[src/hw/rtl/csvft_pkg.sv]
// csvft_pkg: beat types and character constants for the CSV field tokenizer.
// No dependencies; imported by csv_field_tokenizer.
`default_nettype none

package csvft_pkg;

  localparam int unsigned CHAR_W  = 8;
  localparam int unsigned FIELD_W = 6;

  localparam logic [CHAR_W-1:0] CH_SPACE = 8'h20;
  localparam logic [CHAR_W-1:0] CH_QUOTE = 8'h22;
  localparam logic [CHAR_W-1:0] CH_COMMA = 8'h2C;

  // Effective ceiling on the field limit and field count cap in stop-at-empty mode
  localparam logic [FIELD_W-1:0] LIMIT_MAX     = 6'd32;
  localparam logic [FIELD_W-1:0] FIELD_IDX_MAX = 6'd63;

  // Configuration register indexes
  localparam logic CFG_SEPARATOR = 1'b0;
  localparam logic CFG_LIMIT     = 1'b1;

  typedef struct packed {
    logic [CHAR_W-1:0] char_in;
    logic              line_last;
  } in_item_t;

  typedef struct packed {
    logic               has_char;
    logic [CHAR_W-1:0]  char_out;
    logic               field_end;
    logic [FIELD_W-1:0] field_number;
    logic               line_end;
    logic               run_last;
  } out_item_t;

endpackage

`default_nettype wire

[src/hw/rtl/csv_field_tokenizer.sv]
// csv_field_tokenizer: top level, splits a byte stream into CSV fields.
// Depends on csvft_pkg for beat types and character constants.
`default_nettype none

// Usage
//   Input channel (in_valid / in_ready / in_data): one text byte per beat, with
//   line_last marking the final byte of a line. Output channel (out_valid /
//   out_ready / out_data): one result beat per field byte, field end, padding
//   field or bare line end; run_last marks the last beat caused by an input.
//   Config port (cfg_we / cfg_index / cfg_wdata): index 0 is the separator,
//   index 1 the field limit (low 6 bits). Write only while the block is idle.
//   Bytes wait in the input register; results are held in the output register.
//   Throughput: one byte per cycle while the receiver accepts and each byte
//   yields at most one result; a byte with more results, such as a line end
//   that emits padding fields under a nonzero limit, holds the input register
//   while the single output register takes one result per cycle. Bytes with no
//   result (skipped spaces, an opening quote, dropped bytes) are retired at once.
//   Reset (rst_n low, synchronous) empties both registers, restores the
//   separator to comma and the limit to 0, and returns to field start.
//   When the receiver stalls, the output register holds its beat, the input
//   register fills, and in_ready drops until results drain.
module csv_field_tokenizer (
  input  wire logic                 clk,
  input  wire logic                 rst_n,
  input  wire logic                 in_valid,
  output logic                      in_ready,
  input  wire csvft_pkg::in_item_t  in_data,
  output logic                      out_valid,
  input  wire logic                 out_ready,
  output csvft_pkg::out_item_t      out_data,
  input  wire logic                 cfg_we,
  input  wire logic                 cfg_index,
  input  wire logic [7:0]           cfg_wdata
);
  import csvft_pkg::*;

  typedef enum logic [1:0] {
    PH_START  = 2'd0,
    PH_PLAIN  = 2'd1,
    PH_QUOTED = 2'd2
  } phase_t;

  // Result slots of one input byte, in emission order
  localparam logic [2:0] SL_QUOTE = 3'd0;  // held quote turned content
  localparam logic [2:0] SL_CHAR  = 3'd1;  // the byte itself as content
  localparam logic [2:0] SL_SEPE  = 3'd2;  // field end from a separator
  localparam logic [2:0] SL_LINEE = 3'd3;  // field end from the line end
  localparam logic [2:0] SL_PAD   = 3'd4;  // run of empty padding fields
  localparam logic [2:0] SL_BARE  = 3'd5;  // bare line end
  localparam int unsigned NSLOT = 6;

  // Configuration
  logic [CHAR_W-1:0]  separator_r;
  logic [FIELD_W-1:0] field_limit_r;

  // Tokenizer state, committed when a byte has delivered all its results
  phase_t             phase_r;
  logic               quote_pending_r;
  logic               field_has_data_r;
  logic [FIELD_W-1:0] field_index_r;
  logic               line_stopped_r;

  // Input register and result sequencer
  logic               in_valid_r;
  in_item_t           in_r;
  logic [2:0]         sub_r;
  logic [FIELD_W-1:0] pad_r;

  // Output register
  logic               out_valid_r;
  out_item_t          out_r;

  // Plan for the held byte
  logic [FIELD_W-1:0] lim;
  logic               is_sep, is_quote, is_space, last;
  phase_t             ph_a;
  logic               pend_a, hd_a, stop_a;
  logic [FIELD_W-1:0] f_a, f_b, pad_cnt;
  logic               q_en, c_en, e1_en, eb_en, pad_en, bare_en, merge_end;
  logic [NSLOT-1:0]   slot_en;

  // Selection
  logic [2:0]         cur;
  logic               cur_found, higher, pad_last, final_res, has_res;
  logic               out_free, emit_go, done;
  out_item_t          res;

  assign lim      = (field_limit_r > LIMIT_MAX) ? LIMIT_MAX : field_limit_r;
  assign is_sep   = (in_r.char_in == separator_r);
  assign is_quote = (in_r.char_in == CH_QUOTE);
  assign is_space = (in_r.char_in == CH_SPACE);
  assign last     = in_r.line_last;

  always_comb begin
    logic end_a;
    ph_a    = phase_r;
    pend_a  = quote_pending_r;
    hd_a    = field_has_data_r;
    f_a     = field_index_r;
    stop_a  = line_stopped_r;
    q_en    = 1'b0;
    c_en    = 1'b0;
    e1_en   = 1'b0;
    end_a   = 1'b0;
    if (!line_stopped_r) begin
      case (phase_r)
        PH_QUOTED: begin
          if (quote_pending_r && is_sep) begin
            end_a = 1'b1;
          end else begin
            pend_a = 1'b0;
            if (quote_pending_r) begin
              q_en = 1'b1;
              hd_a = 1'b1;
            end
            if (is_quote) begin
              pend_a = !last;
            end else begin
              c_en = 1'b1;
              hd_a = 1'b1;
            end
          end
        end
        PH_PLAIN: begin
          if (is_sep) begin
            end_a = 1'b1;
          end else begin
            c_en = 1'b1;
            hd_a = 1'b1;
          end
        end
        default: begin
          // Space skip and quote start win over the separator
          if (is_space) begin
            ph_a = PH_START;
          end else if (is_quote) begin
            ph_a = PH_QUOTED;
          end else if (is_sep) begin
            end_a = 1'b1;
          end else begin
            ph_a = PH_PLAIN;
            c_en = 1'b1;
            hd_a = 1'b1;
          end
        end
      endcase
      if (end_a) begin
        ph_a   = PH_START;
        pend_a = 1'b0;
        if ((lim == '0) && !field_has_data_r) begin
          stop_a = 1'b1;
        end else begin
          e1_en  = 1'b1;
          hd_a   = 1'b0;
          f_a    = FIELD_W'(field_index_r + 1'b1);
          stop_a = (lim != '0) ? (f_a >= lim) : (f_a >= FIELD_IDX_MAX);
        end
      end
    end
  end

  // Line end: close the open field, then pad up to the limit
  always_comb begin
    eb_en     = 1'b0;
    merge_end = 1'b0;
    f_b       = f_a;
    pad_cnt   = '0;
    if (last && !stop_a) begin
      if (!((lim == '0) && !hd_a)) begin
        merge_end = q_en | c_en;
        eb_en     = !(q_en | c_en);
        f_b       = FIELD_W'(f_a + 1'b1);
        if ((lim != '0) && (lim > f_b)) begin
          pad_cnt = FIELD_W'(lim - f_b);
        end
      end
    end
    pad_en  = (pad_cnt != '0);
    bare_en = last && !(q_en | c_en | e1_en | eb_en | pad_en);
    slot_en = {bare_en, pad_en, eb_en, e1_en, c_en, q_en};
  end

  // Pick the next pending slot at or after the sequencer position
  always_comb begin
    cur       = SL_QUOTE;
    cur_found = 1'b0;
    higher    = 1'b0;
    for (int i = NSLOT - 1; i >= 0; i--) begin
      if (slot_en[i] && (3'(i) >= sub_r)) begin
        if (cur_found) begin
          higher = 1'b1;
        end
        cur       = 3'(i);
        cur_found = 1'b1;
      end
    end
    // higher is set when another slot above the lowest exists
  end

  assign has_res   = |slot_en;
  assign pad_last  = (pad_r == FIELD_W'(pad_cnt - 1'b1));
  assign final_res = ((cur != SL_PAD) || pad_last) && !higher;

  always_comb begin
    res.has_char     = 1'b0;
    res.char_out     = '0;
    res.field_end    = 1'b0;
    res.field_number = field_index_r;
    res.line_end     = final_res && last;
    res.run_last     = final_res;
    case (cur)
      SL_QUOTE: begin
        res.has_char  = 1'b1;
        res.char_out  = CH_QUOTE;
        res.field_end = merge_end && !c_en;
      end
      SL_CHAR: begin
        res.has_char  = 1'b1;
        res.char_out  = in_r.char_in;
        res.field_end = merge_end;
      end
      SL_SEPE: begin
        res.field_end = 1'b1;
      end
      SL_LINEE: begin
        res.field_end    = 1'b1;
        res.field_number = f_a;
      end
      SL_PAD: begin
        res.field_end    = 1'b1;
        res.field_number = FIELD_W'(f_b + pad_r);
      end
      SL_BARE: begin
        res.field_number = field_index_r;
      end
      default: begin
        res.has_char = 1'b0;
      end
    endcase
  end

  assign out_free = !out_valid_r || out_ready;
  assign emit_go  = in_valid_r && has_res && out_free;
  // Drop bytes with no result at once; others release on their final result
  assign done     = in_valid_r && (!has_res || (emit_go && final_res));
  assign in_ready = !in_valid_r || done;

  assign out_valid = out_valid_r;
  assign out_data  = out_r;

  always_ff @(posedge clk) begin
    if (!rst_n) begin
      separator_r      <= CH_COMMA;
      field_limit_r    <= '0;
      phase_r          <= PH_START;
      quote_pending_r  <= 1'b0;
      field_has_data_r <= 1'b0;
      field_index_r    <= '0;
      line_stopped_r   <= 1'b0;
      in_valid_r       <= 1'b0;
      sub_r            <= SL_QUOTE;
      pad_r            <= '0;
      out_valid_r      <= 1'b0;
    end else begin
      if (cfg_we) begin
        case (cfg_index)
          CFG_SEPARATOR: separator_r   <= cfg_wdata;
          CFG_LIMIT:     field_limit_r <= cfg_wdata[FIELD_W-1:0];
          default:       separator_r   <= separator_r;
        endcase
      end

      // Output register: load a result or drain
      if (emit_go) begin
        out_valid_r <= 1'b1;
        out_r       <= res;
      end else if (out_ready) begin
        out_valid_r <= 1'b0;
      end

      // Advance the sequencer inside the held byte
      if (emit_go && !final_res) begin
        if ((cur == SL_PAD) && !pad_last) begin
          sub_r <= SL_PAD;
          pad_r <= FIELD_W'(pad_r + 1'b1);
        end else begin
          sub_r <= 3'(cur + 1'b1);
          pad_r <= '0;
        end
      end

      // Commit state when the byte is finished
      if (done) begin
        sub_r <= SL_QUOTE;
        pad_r <= '0;
        if (last) begin
          phase_r          <= PH_START;
          quote_pending_r  <= 1'b0;
          field_has_data_r <= 1'b0;
          field_index_r    <= '0;
          line_stopped_r   <= 1'b0;
        end else begin
          phase_r          <= ph_a;
          quote_pending_r  <= pend_a;
          field_has_data_r <= hd_a;
          field_index_r    <= f_a;
          line_stopped_r   <= stop_a;
        end
      end

      // Input register: take a new beat or empty
      if (in_ready) begin
        in_valid_r <= in_valid;
        if (in_valid) begin
          in_r <= in_data;
        end
      end
    end
  end

endmodule

`default_nettype wire
[config.mk]
export PLATFORM = sky130hd
export DESIGN_NAME = csv_field_tokenizer
export DESIGN_NICKNAME = d
export VERILOG_FILES = /design/src/hw/rtl/csvft_pkg.sv /design/src/hw/rtl/csv_field_tokenizer.sv
export SDC_FILE = /design/constraint.sdc
export NUM_CORES = 1
export LEC_CHECK = 0
export BUFFER_PORTS_ARGS = -buffer_cell sky130_fd_sc_hd__buf_2
export CORE_MARGIN = 10
export CORE_UTILIZATION = 32
export CTS_CLUSTER_SIZE = 28
export DETAILED_ROUTE_END_ITERATION = 6
export PLACE_DENSITY = 0.44
export REMOVE_ABC_BUFFERS = 1
export SLEW_MARGIN = 0
export SYNTH_ARGS = -nofsm -noshare
export SYNTH_HDL_FRONTEND = slang
export SYNTH_SLANG_ARGS = --single-unit
[constraint.sdc]
create_clock -name clk -period 20.3 [get_ports clk]
set_input_delay 1.015 -clock clk [delete_from_list [all_inputs] [get_ports clk]]
set_output_delay 1.015 -clock clk [all_outputs]
set_load 0.02 [all_outputs]
Word-level counts from Yosys, hierarchy flattened
Cells that the tools add are included.
{ "totals": {"in_bits": 23, "ff_bits": 63, "out_inout_bits": 20} }
{ "classes": {"eq_ne": 15, "muxes": 92, "reduce_logical": 55, "n_lt_le_gt_ge": 10, "n_addsub": 7, "bitwise": 6} }
{ "op_table": {"columns": ["operator", "n"], "rows": [
  ["6-bit 2-to-1 mux", 11],
  ["1-bit 2-to-1 mux", 61],
  ["1-bit logical AND", 21],
  ["3-bit 2-to-1 mux", 7],
  ["6-bit by 1-bit adder with 6-bit output, second input constant", 3],
  ["8-bit by 6-bit == test with 1-bit output, second input constant", 2],
  ["8-bit one-hot mux with 2 select lines", 1],
  ["2-bit 2-to-1 mux", 7],
  ["1-bit zero test", 13],
  ["6-bit one-hot mux with 2 select lines", 1],
  ["6-bit nonzero test", 2],
  ["8-bit == test", 1],
  ["4-bit AND reduction", 2],
  ["6-bit adder", 1],
  ["3-bit by 2-bit == test with 1-bit output, second input constant", 2],
  ["6-bit == test", 1],
  ["1-bit by 3-bit greater-or-equal comparator with 1-bit output, first input constant", 2],
  ["2-bit by 3-bit greater-or-equal comparator with 1-bit output, first input constant", 2],
  ["3-bit greater-or-equal comparator, first input constant", 2],
  ["6-bit greater-or-equal comparator", 1],
  ["6-bit greater-or-equal comparator, second input constant", 1],
  ["6-bit > comparator", 1],
  ["6-bit > comparator, second input constant", 1],
  ["6-bit zero test", 1],
  ["25 further kinds", 38]
]} }

Depth between registers and ports, before layout
Gate-level depths: netlist of run 1.
{ "depth": {"depth_word": 37, "ltp_mapped": 34} }

Worst setup path before layout of run 1
Ideal clock, no wire load.
{ "synth_timing": {"kind": "register to output", "startpoint": "register in_r[6] (netlist name)", "endpoint": "output port in_ready", "path_stages_with_launch": 33, "path_slack_ns": 12.755, "arrival_ns": 6.530, "cell_sequence": "edfxtp_1 buf_2 xnor2_1 nand4_1 or2_0 clkbuf_1 or3_1 clkbuf_1 o21ai_0 ha_1 inv_1 nor3_1 xor2_1 ha_1 o21ai_0 a21oi_1 o311ai_1 nand2b_1 or3_1 ha_1 nand2_1 a21oi_1 o31a_1 o31ai_1 a211oi_1 o22a_1 inv_1 ha_1 clkbuf_1 nand2_2 a21oi_2 buf_4 o211ai_1"} }
{ "synth_between": {"elab_chain_len": 36} }
{ "synth_lines": {"columns": ["item", "line", "source"], "rows": [
  ["start, declared", "csv_field_tokenizer.sv:65", "in_item_t in_r;"],
  ["start signal, assigned", "csv_field_tokenizer.sv:315", "in_r <= in_data;"],
  ["8-bit == test", "csv_field_tokenizer.sv:89", "assign is_sep = (in_r.char_in == separator_r);"],
  ["1-bit 2-to-1 mux", "csv_field_tokenizer.sv:125, csv_field_tokenizer.sv:138", null],
  ["1-bit 2-to-1 mux", "csv_field_tokenizer.sv:136", "end else if (is_quote) begin"],
  ["1-bit 2-to-1 mux", "csv_field_tokenizer.sv:134", "if (is_space) begin"],
  ["1-bit one-hot mux with 2 select lines", "csv_field_tokenizer.sv:106", "case (phase_r)"],
  ["1-bit 2-to-1 mux", "csv_field_tokenizer.sv:105", "if (!line_stopped_r) begin"],
  ["6-bit 2-to-1 mux", "csv_field_tokenizer.sv:147", "if (end_a) begin"],
  ["6-bit 2-to-1 mux", "csv_field_tokenizer.sv:105", null],
  ["[20 not listed]", null, null],
  ["1-bit 2-to-1 mux", "csv_field_tokenizer.sv:190", "if (cur_found) begin"],
  ["1-bit 2-to-1 mux", "csv_field_tokenizer.sv:189", "if (slot_en[i] && (3'(i) >= sub_r)) begin"],
  ["1-bit zero test", "csv_field_tokenizer.sv:202", "assign final_res = ((cur != SL_PAD) || pad_last) && !higher;"],
  ["1-bit logical AND", "csv_field_tokenizer.sv:202", null],
  ["1-bit logical AND", "csv_field_tokenizer.sv:245", "assign done = in_valid_r && (!has_res || (emit_go && final_res));"],
  ["1-bit logical OR *", "csv_field_tokenizer.sv:245", null],
  ["1-bit logical AND *", "csv_field_tokenizer.sv:245", null],
  ["1-bit logical OR *", "csv_field_tokenizer.sv:246", "assign in_ready = !in_valid_r || done;"],
  ["end, declared", "csv_field_tokenizer.sv:26", "output logic in_ready,"]
]} }
Mark *: on every way between the ends. The rest lies on a longest branch, timed or not. The select of a mux whose other input is x is not followed.

Final worst setup path of run 1
{ "layout_timing": {"startpoint": "register phase_r[0]", "endpoint": "output port in_ready"} }
{ "layout_between": {"elab_chain_len": 33} }
{ "layout_lines": {"columns": ["item", "line", "source"], "rows": [
  ["start, declared", "csv_field_tokenizer.sv:57", "phase_t phase_r;"],
  ["start signal, assigned", "csv_field_tokenizer.sv:303", "phase_r <= ph_a;"],
  ["2-bit by 1-bit == test with 1-bit output or 2-bit == test (tied branches)", "csv_field_tokenizer.sv:106", null],
  ["1-bit one-hot mux with 2 select lines", "csv_field_tokenizer.sv:106", null],
  ["1-bit 2-to-1 mux", "csv_field_tokenizer.sv:105", null],
  ["6-bit 2-to-1 mux", "csv_field_tokenizer.sv:147", null],
  ["6-bit 2-to-1 mux", "csv_field_tokenizer.sv:105", null],
  ["6-bit by 1-bit adder with 6-bit output", "csv_field_tokenizer.sv:172", "f_b = FIELD_W'(f_a + 1'b1);"],
  ["6-bit > comparator", "csv_field_tokenizer.sv:173", "if ((lim != '0) && (lim > f_b)) begin"],
  ["1-bit logical AND", "csv_field_tokenizer.sv:173", null],
  ["[17 not listed]", null, null],
  ["1-bit 2-to-1 mux", "csv_field_tokenizer.sv:190", null],
  ["1-bit 2-to-1 mux", "csv_field_tokenizer.sv:189", null],
  ["1-bit zero test", "csv_field_tokenizer.sv:202", null],
  ["1-bit logical AND", "csv_field_tokenizer.sv:202", null],
  ["1-bit logical AND", "csv_field_tokenizer.sv:245", null],
  ["1-bit logical OR *", "csv_field_tokenizer.sv:245", null],
  ["1-bit logical AND *", "csv_field_tokenizer.sv:245", null],
  ["1-bit logical OR *", "csv_field_tokenizer.sv:246", null]
]} }
Marks and branches as above.

==> impl_metrics.json, run 1 <==
{
  "status": "finished clean",
  "vias_per_cell": 5.57,
  "cts_tree": "done",
  "fmax_mhz": 104,
  "crit_cells": 29,
  "r2r_setup_slack_ns": 11.47,
  "drt-total-wl_um": 15200,
  "powerDensity_nw_per_um2": 66.7,
  "cts_resized": 0,
  "htree_num_levels": 3,
  "grt_antenna_before_repair": 0,
  "synth.avg_cell_area_um2": 8.50,
  "grt_remaining_overflow": 0,
  "ios": 43,
  "netlist_instances": 579,
  "clkSinkCount": 63,
  "area_growth_pct": 13.7,
  "yosysMostFrequentCell": "nand2_1",
  "yosysWarnings": 0,
  "cp.arrival_ns": 8.57,
  "gp_congestion": 0.868,
  "met1_usage_pct": 20.2,
  "critPathCapture": "in_ready",
  "ys.flop_type": "dfxtp_1",
  "ys_ff_latch": 63,
  "reg2regPathDepth": 29,
  "ctsHoldBuffers": 0,
  "via_count": 4481,
  "root_buffer": "clkbuf_16",
  "initial_core_util_pct": 32.5,
  "setup_viol": 0,
  "nFillCells": 1534,
  "synth_cell_types": 82,
  "antennaDiodeCount": 0,
  "slew_headroom_pct": 33.5,
  "grtUsageMet3_pct": 3.02,
  "synth.largest_area_cell": "edfxtp_1",
  "final_nets": 667,
  "dp.cells": 789,
  "pre_cts_slack_ns": 11.13,
  "die-width_um": 144,
  "worstMarginPinSlew_ns": 0.982,
  "startpoint": "phase_r[0]$_SDFFE_PN0P_",
  "finalMaxSlewViolations": 0,
  "wl_per_cell_um": 18.8,
  "netlist_top_cells_count": "nand2_1, inv_1, dfxtp_1, a21oi_1, ha_1",
  "rsz0062_at_grt": "no",
  "crit_path_end_kind": "primary output",
  "period_minus_slack_ns": 9.58,
  "r2r_start": "phase_r[0]$_SDFFE_PN0P_",
  "use_met2_pct": 23.4,
  "hp-class": "register to register",
  "setup_slack_ns": 10.72,
  "hpwl_um": 12200,
  "power.total_uw": 373,
  "p_leak_nw": 2.15,
  "track_usage_pct": 15.1,
  "synth_top_area_share_pct": 16.5,
  "grt_pass1_vias": 4450,
  "netlist_area_um2": 4920,
  "seq_area_frac_synth_pct": 31.1,
  "cts_buffers": 9,
  "worst-path-max-fanout": 14,
  "async_flop_share_pct": 0,
  "grt_pass1_wl_um": 24400,
  "portBuffers": 42,
  "cts_buffer_depth": 2,
  "top_usage_layer": "met2",
  "insertion_delay_ns": 0.34,
  "skew_ns": 0.00722,
  "crit_buf_inv": 4,
  "synth_edf_count": 27,
  "hold_viol": 0,
  "cp_slowest_cell": "o311ai_1",
  "drt_first_iter_violations": 279,
  "reg2reg_to": "in_r[8]$_DFFE_PP_",
  "vdd_drop_max_v": 0.0000447,
  "crit_family": "compound AO/OA/AOI/OAI gates",
  "slowest_delay_ns": 0.81,
  "path_class": "register to primary output",
  "ant_nets": 0,
  "maxCapViolCount": 0,
  "ys_top_cells_by_area": "edfxtp_1, dfxtp_1, ha_1",
  "path_clk_slew_ns": 0.06,
  "cp-start-kind": "register",
  "post-cts-setup-buffers": 0,
  "die_h_um": 144,
  "dr.pass1.iters": 5,
  "rows": 45,
  "finalNonFillerCells": 805,
  "period_share_pct": 47.2,
  "drc": 0,
  "core_region_area_um2": 15100,
  "grt_max_degree": 23,
  "drive_gt1_share_pct": 13.5,
  "setup_tns_ns": 0,
  "required_ns": 19.29,
  "dieArea_um2": 20700
}
## layer usage
| layer | routed length (um) | up-vias |
|---|---|---|
| met5 | 0 | - |
| met2 | 6860 | 146 |
| met3 | 894 | 27 |
| met4 | 336 | 0 |
| li1 | - | 2203 |
| met1 | 7070 | 2105 |
## per-stage QoR
step	hold slack [ns]	utilization, %	cell area (um2)
2_1_floorplan	0.444	-	4820
3_3_place_gp	0.466	34.9	5290
3_5_place_dp	0.468	34.9	5290
4_1_cts	0.476	37.0	5600
5_1_grt	0.489	37.0	5600
6_report	0.470	37.0	5600
## worst min path at each step
stage,startpoint,to,cells after the start
after detailed placement,field_limit_r[4]$_SDFFE_PN0P_,field_limit_r[4]$_SDFFE_PN0P_,2
final,field_limit_r[4]$_SDFFE_PN0P_,field_limit_r[4]$_SDFFE_PN0P_,2
after CTS,field_limit_r[4]$_SDFFE_PN0P_,field_limit_r[4]$_SDFFE_PN0P_,2
after global routing,field_limit_r[3]$_SDFFE_PN0P_,field_limit_r[3]$_SDFFE_PN0P_,2
after floorplan,field_limit_r[4]$_SDFFE_PN0P_,field_limit_r[4]$_SDFFE_PN0P_,2
after global placement,field_limit_r[4]$_SDFFE_PN0P_,field_limit_r[4]$_SDFFE_PN0P_,2
## cell usage in the layout, fill, tap and decap left out, types with 4 or more instances in the layout
cell type	count
o311ai_0	5
or3_1	6
o21a_1	7
nor4_1	5
dfxtp_1	36
nor3_1	18
a211oi_1	9
xnor2_1	29
nand4_1	6
nand2_1	66
inv_1	40
nand3_1	27
a211o_1	4
o21ai_0	28
o211ai_1	7
nor2_1	29
clkbuf_16	9
and3_1	8
a21o_1	10
xor2_1	11
edfxtp_1	27
nand2b_1	10
mux2i_1	9
and2_1	9
ha_1	30
a21oi_1	33
buf_2	42
a31oi_1	6
a41oi_1	4
nor2b_1	6
## worst min-delay path: stages (launching register included)
cell	delay, ns
dfxtp_1	0.32
nand2_1	0.06
a21oi_1	0.05
## power by group
part / internal, mW / switching (mW)
logic: 0.0260 / 0.0469
clock network: 0.0964 / 0.0602
registers: 0.139 / 0.00517
## area by class of cell
cell class,instances,area [um2],share of cell area (%)
clock buffers,9,225,4.02
well taps,188,235,4.20
repair buffers,45,233,4.16
flip-flops and latches,63,1530,27.4
clock inverters,7,81.3,1.45
multi-input cells,453,3140,56.1
inverters,40,150,2.68
## sequential cells by signal (all words and copies together), names as in the netlist, 2 cells and up
| name | count |
|---|---|
| field_index_r | 6 |
| separator_r | 8 |
| phase_r | 2 |
| pad_r | 6 |
| field_limit_r | 6 |
| in_r | 8 |
| out_data | 18 |
| sub_r | 3 |
## cells by family after synthesis
family | count (synthesis) | share of synthesized area, %
and+or+nand+nor | 210 | 21.9
AOI/OAI and AO/OA | 161 | 24.3
buffers and inverters | 63 | 5.11
DFF | 63 | 31.1
xor gates and xnor gates | 40 | 7.12
adders and majority gates | 33 | 8.64
muxes | 9 | 1.83
(Power assumes the default switching activity.)
==> run 2: changes to the inputs <==
- PLACE_DENSITY: 0.44 -> 0.46
- clock period: 20.3 -> 8.17 ns (I/O delays scaled with it)
==> run 2 against run 1 <==
Compared with the run above: hold slack got worse by 0.23 ns; count of clock-buffer cells in the layout did not move; global-route usage rose by 0.41 points; critical path depth did not move; final cell count rose by 1.4%; core utilization rose by 0.74 points; clock power rose to 2.7 times the previous value; register-to-register slack got worse by 11 ns; combinational power rose to 2.6 times the previous value; setup slack got worse by 10 ns; die area did not move; sequential power rose by 150%; critical path type unchanged; largest cell class unchanged.
==> impl_metrics.json, run 2 (synthesized netlist as in run 1, its figures left out) <==
{
  "status": "finished clean",
  "path_class": "register to primary output",
  "slowest_delay_ns": 0.55,
  "hold_viol": 0,
  "nFillCells": 1566,
  "wl_per_cell_um": 19.3,
  "mostFrequentLayoutCells": "nand2_1, buf_2, inv_1",
  "drc": 0,
  "hp-class": "input port to register",
  "gp_congestion": 0.931,
  "powerDensity_nw_per_um2": 171,
  "rows": 45,
  "grt_pass1_vias": 4515,
  "cts_tree": "done",
  "slew_headroom_pct": 39.7,
  "ios": 43,
  "initial_core_util_pct": 32.5,
  "hpwl_um": 12500,
  "worst-path-max-fanout": 10,
  "final_nets": 678,
  "fmax_mhz": 132,
  "cts_buffer_depth": 2,
  "die-width_um": 144,
  "clkSinkCount": 63,
  "maxCapViolCount": 0,
  "ant_nets": 0,
  "skew_ns": 0.00852,
  "vdd_drop_max_v": 0.0000985,
  "grt_antenna_before_repair": 0,
  "p_leak_nw": 2.22,
  "crit_path_end_kind": "primary output",
  "root_buffer": "clkbuf_16",
  "portBuffers": 42,
  "path_clk_slew_ns": 0.06,
  "cts_buffers": 9,
  "setup_tns_ns": 0,
  "post-cts-setup-buffers": 0,
  "track_usage_pct": 15.5,
  "final-seq-area_um2": 1530,
  "grt_max_degree": 23,
  "whs_ns": 0.238,
  "vias_per_cell": 5.64,
  "htree_num_levels": 3,
  "cp_slowest_cell": "or3_1",
  "rsz0062_at_grt": "no",
  "cp.arrival_ns": 7.19,
  "dieArea_um2": 20700,
  "cp-start-kind": "register",
  "period_share_pct": 93.0,
  "layout_commonest_cell": "nand2_1",
  "drive_gt1_share_pct": 15.1,
  "core_region_area_um2": 15100,
  "drt-total-wl_um": 15800,
  "finalMaxSlewViolations": 0,
  "largest_register_ff_count": 18,
  "required_ns": 7.76,
  "insertion_delay_ns": 0.34,
  "setup_viol": 0,
  "grt_remaining_overflow": 0,
  "dr.pass1.iters": 5,
  "crit_top_cell": "ha_1",
  "drt_first_iter_violations": 312,
  "die_h_um": 144,
  "multiInputGateArea_um2": 3150,
  "period_minus_slack_ns": 7.60,
  "via_count": 4600,
  "antennaDiodeCount": 0,
  "worstMarginPinSlew_ns": 0.904,
  "grt_pass1_wl_um": 24800,
  "area_growth_pct": 15.9
}
==> run 2: cell count changes in the layout (fill, tap and decap cells not counted), sizes merged <==
cell / delta
clkinv: -2
inv: +1
bufinv: +1
buf: +11
==> run 2: critical path: cells and delay by family (launching register included) <==
family                     cells  cell delay, ns
xor gates and xnor gates       2            0.38
and+or+nand+nor                8            2.09
DFF                            1            0.54
AOI/OAI and AO/OA             11            2.20
buffers and inverters          4            0.63
adders and majority gates      4            1.01
==> run 2: through the flow <==
step / setup WS [ns] / cell area, um2 / total power, mW / instances / util [%]
after floorplan: 1.02 / 4820 / 0.487 / 556 / -
after global placement: 0.888 / 5370 / 0.553 / 800 / 35.5
after detailed placement: 0.683 / 5370 / 0.553 / 800 / 35.5
after CTS: 0.473 / 5700 / 0.983 / 816 / 37.6
after global routing: 0.0113 / 5710 / 1.01 / 816 / 37.7
final: 0.570 / 5710 / 0.976 / 816 / 37.7
==> run 2: what timing repair did <==
item,in CTS,in global routing
resized for setup,0,2
hold buffers,0,0
endpoints found under the hold margin,0,0
endpoints found under the setup margin,0,10
==> run 2: final timing paths <==
kind	start	endpoint	slack [ns]	cells after the start
worst min-delay path	in_data[2]	in_r[2]$_DFFE_PP_	0.24	1
worst max-delay path	in_r[6]$_DFFE_PP_	in_ready	0.57	29
worst min register to register	field_limit_r[3]$_SDFFE_PN0P_	field_limit_r[3]$_SDFFE_PN0P_	0.47	2
worst max register to register	in_r[6]$_DFFE_PP_	in_r[3]$_DFFE_PP_	0.75	29
==> run 2: layout make-up <==
class	instances	share of cell area, %
Clock buffer	9	3.95
Timing Repair Buffer	56	5.52
Multi-Input combinational cell	453	55.2
Sequential cell	63	26.8
Tap cell	188	4.12
Clock inverter	7	1.80
Inverter	40	2.63
==> run 2: per-layer routing <==
| layer | track usage [%] | up-vias | routed length (um) | share of wire (%) |
|---|---|---|---|---|
| met1 | 20.7 | 2215 | 7420 | 47 |
| li1 | - | 2226 | - | - |
| met5 | 0 | - | 0 | 0 |
| met4 | 4.35 | 0 | 204 | 1.3 |
| met2 | 24.6 | 139 | 7220 | 46 |
| met3 | 3.15 | 20 | 911 | 5.8 |
==> run 2: power by group <==
part / leakage, nW / internal (mW) / switching, mW
logic: 1.51 / 0.0702 / 0.121
registers: 0.544 / 0.344 / 0.0125
clock network: 0.157 / 0.271 / 0.158
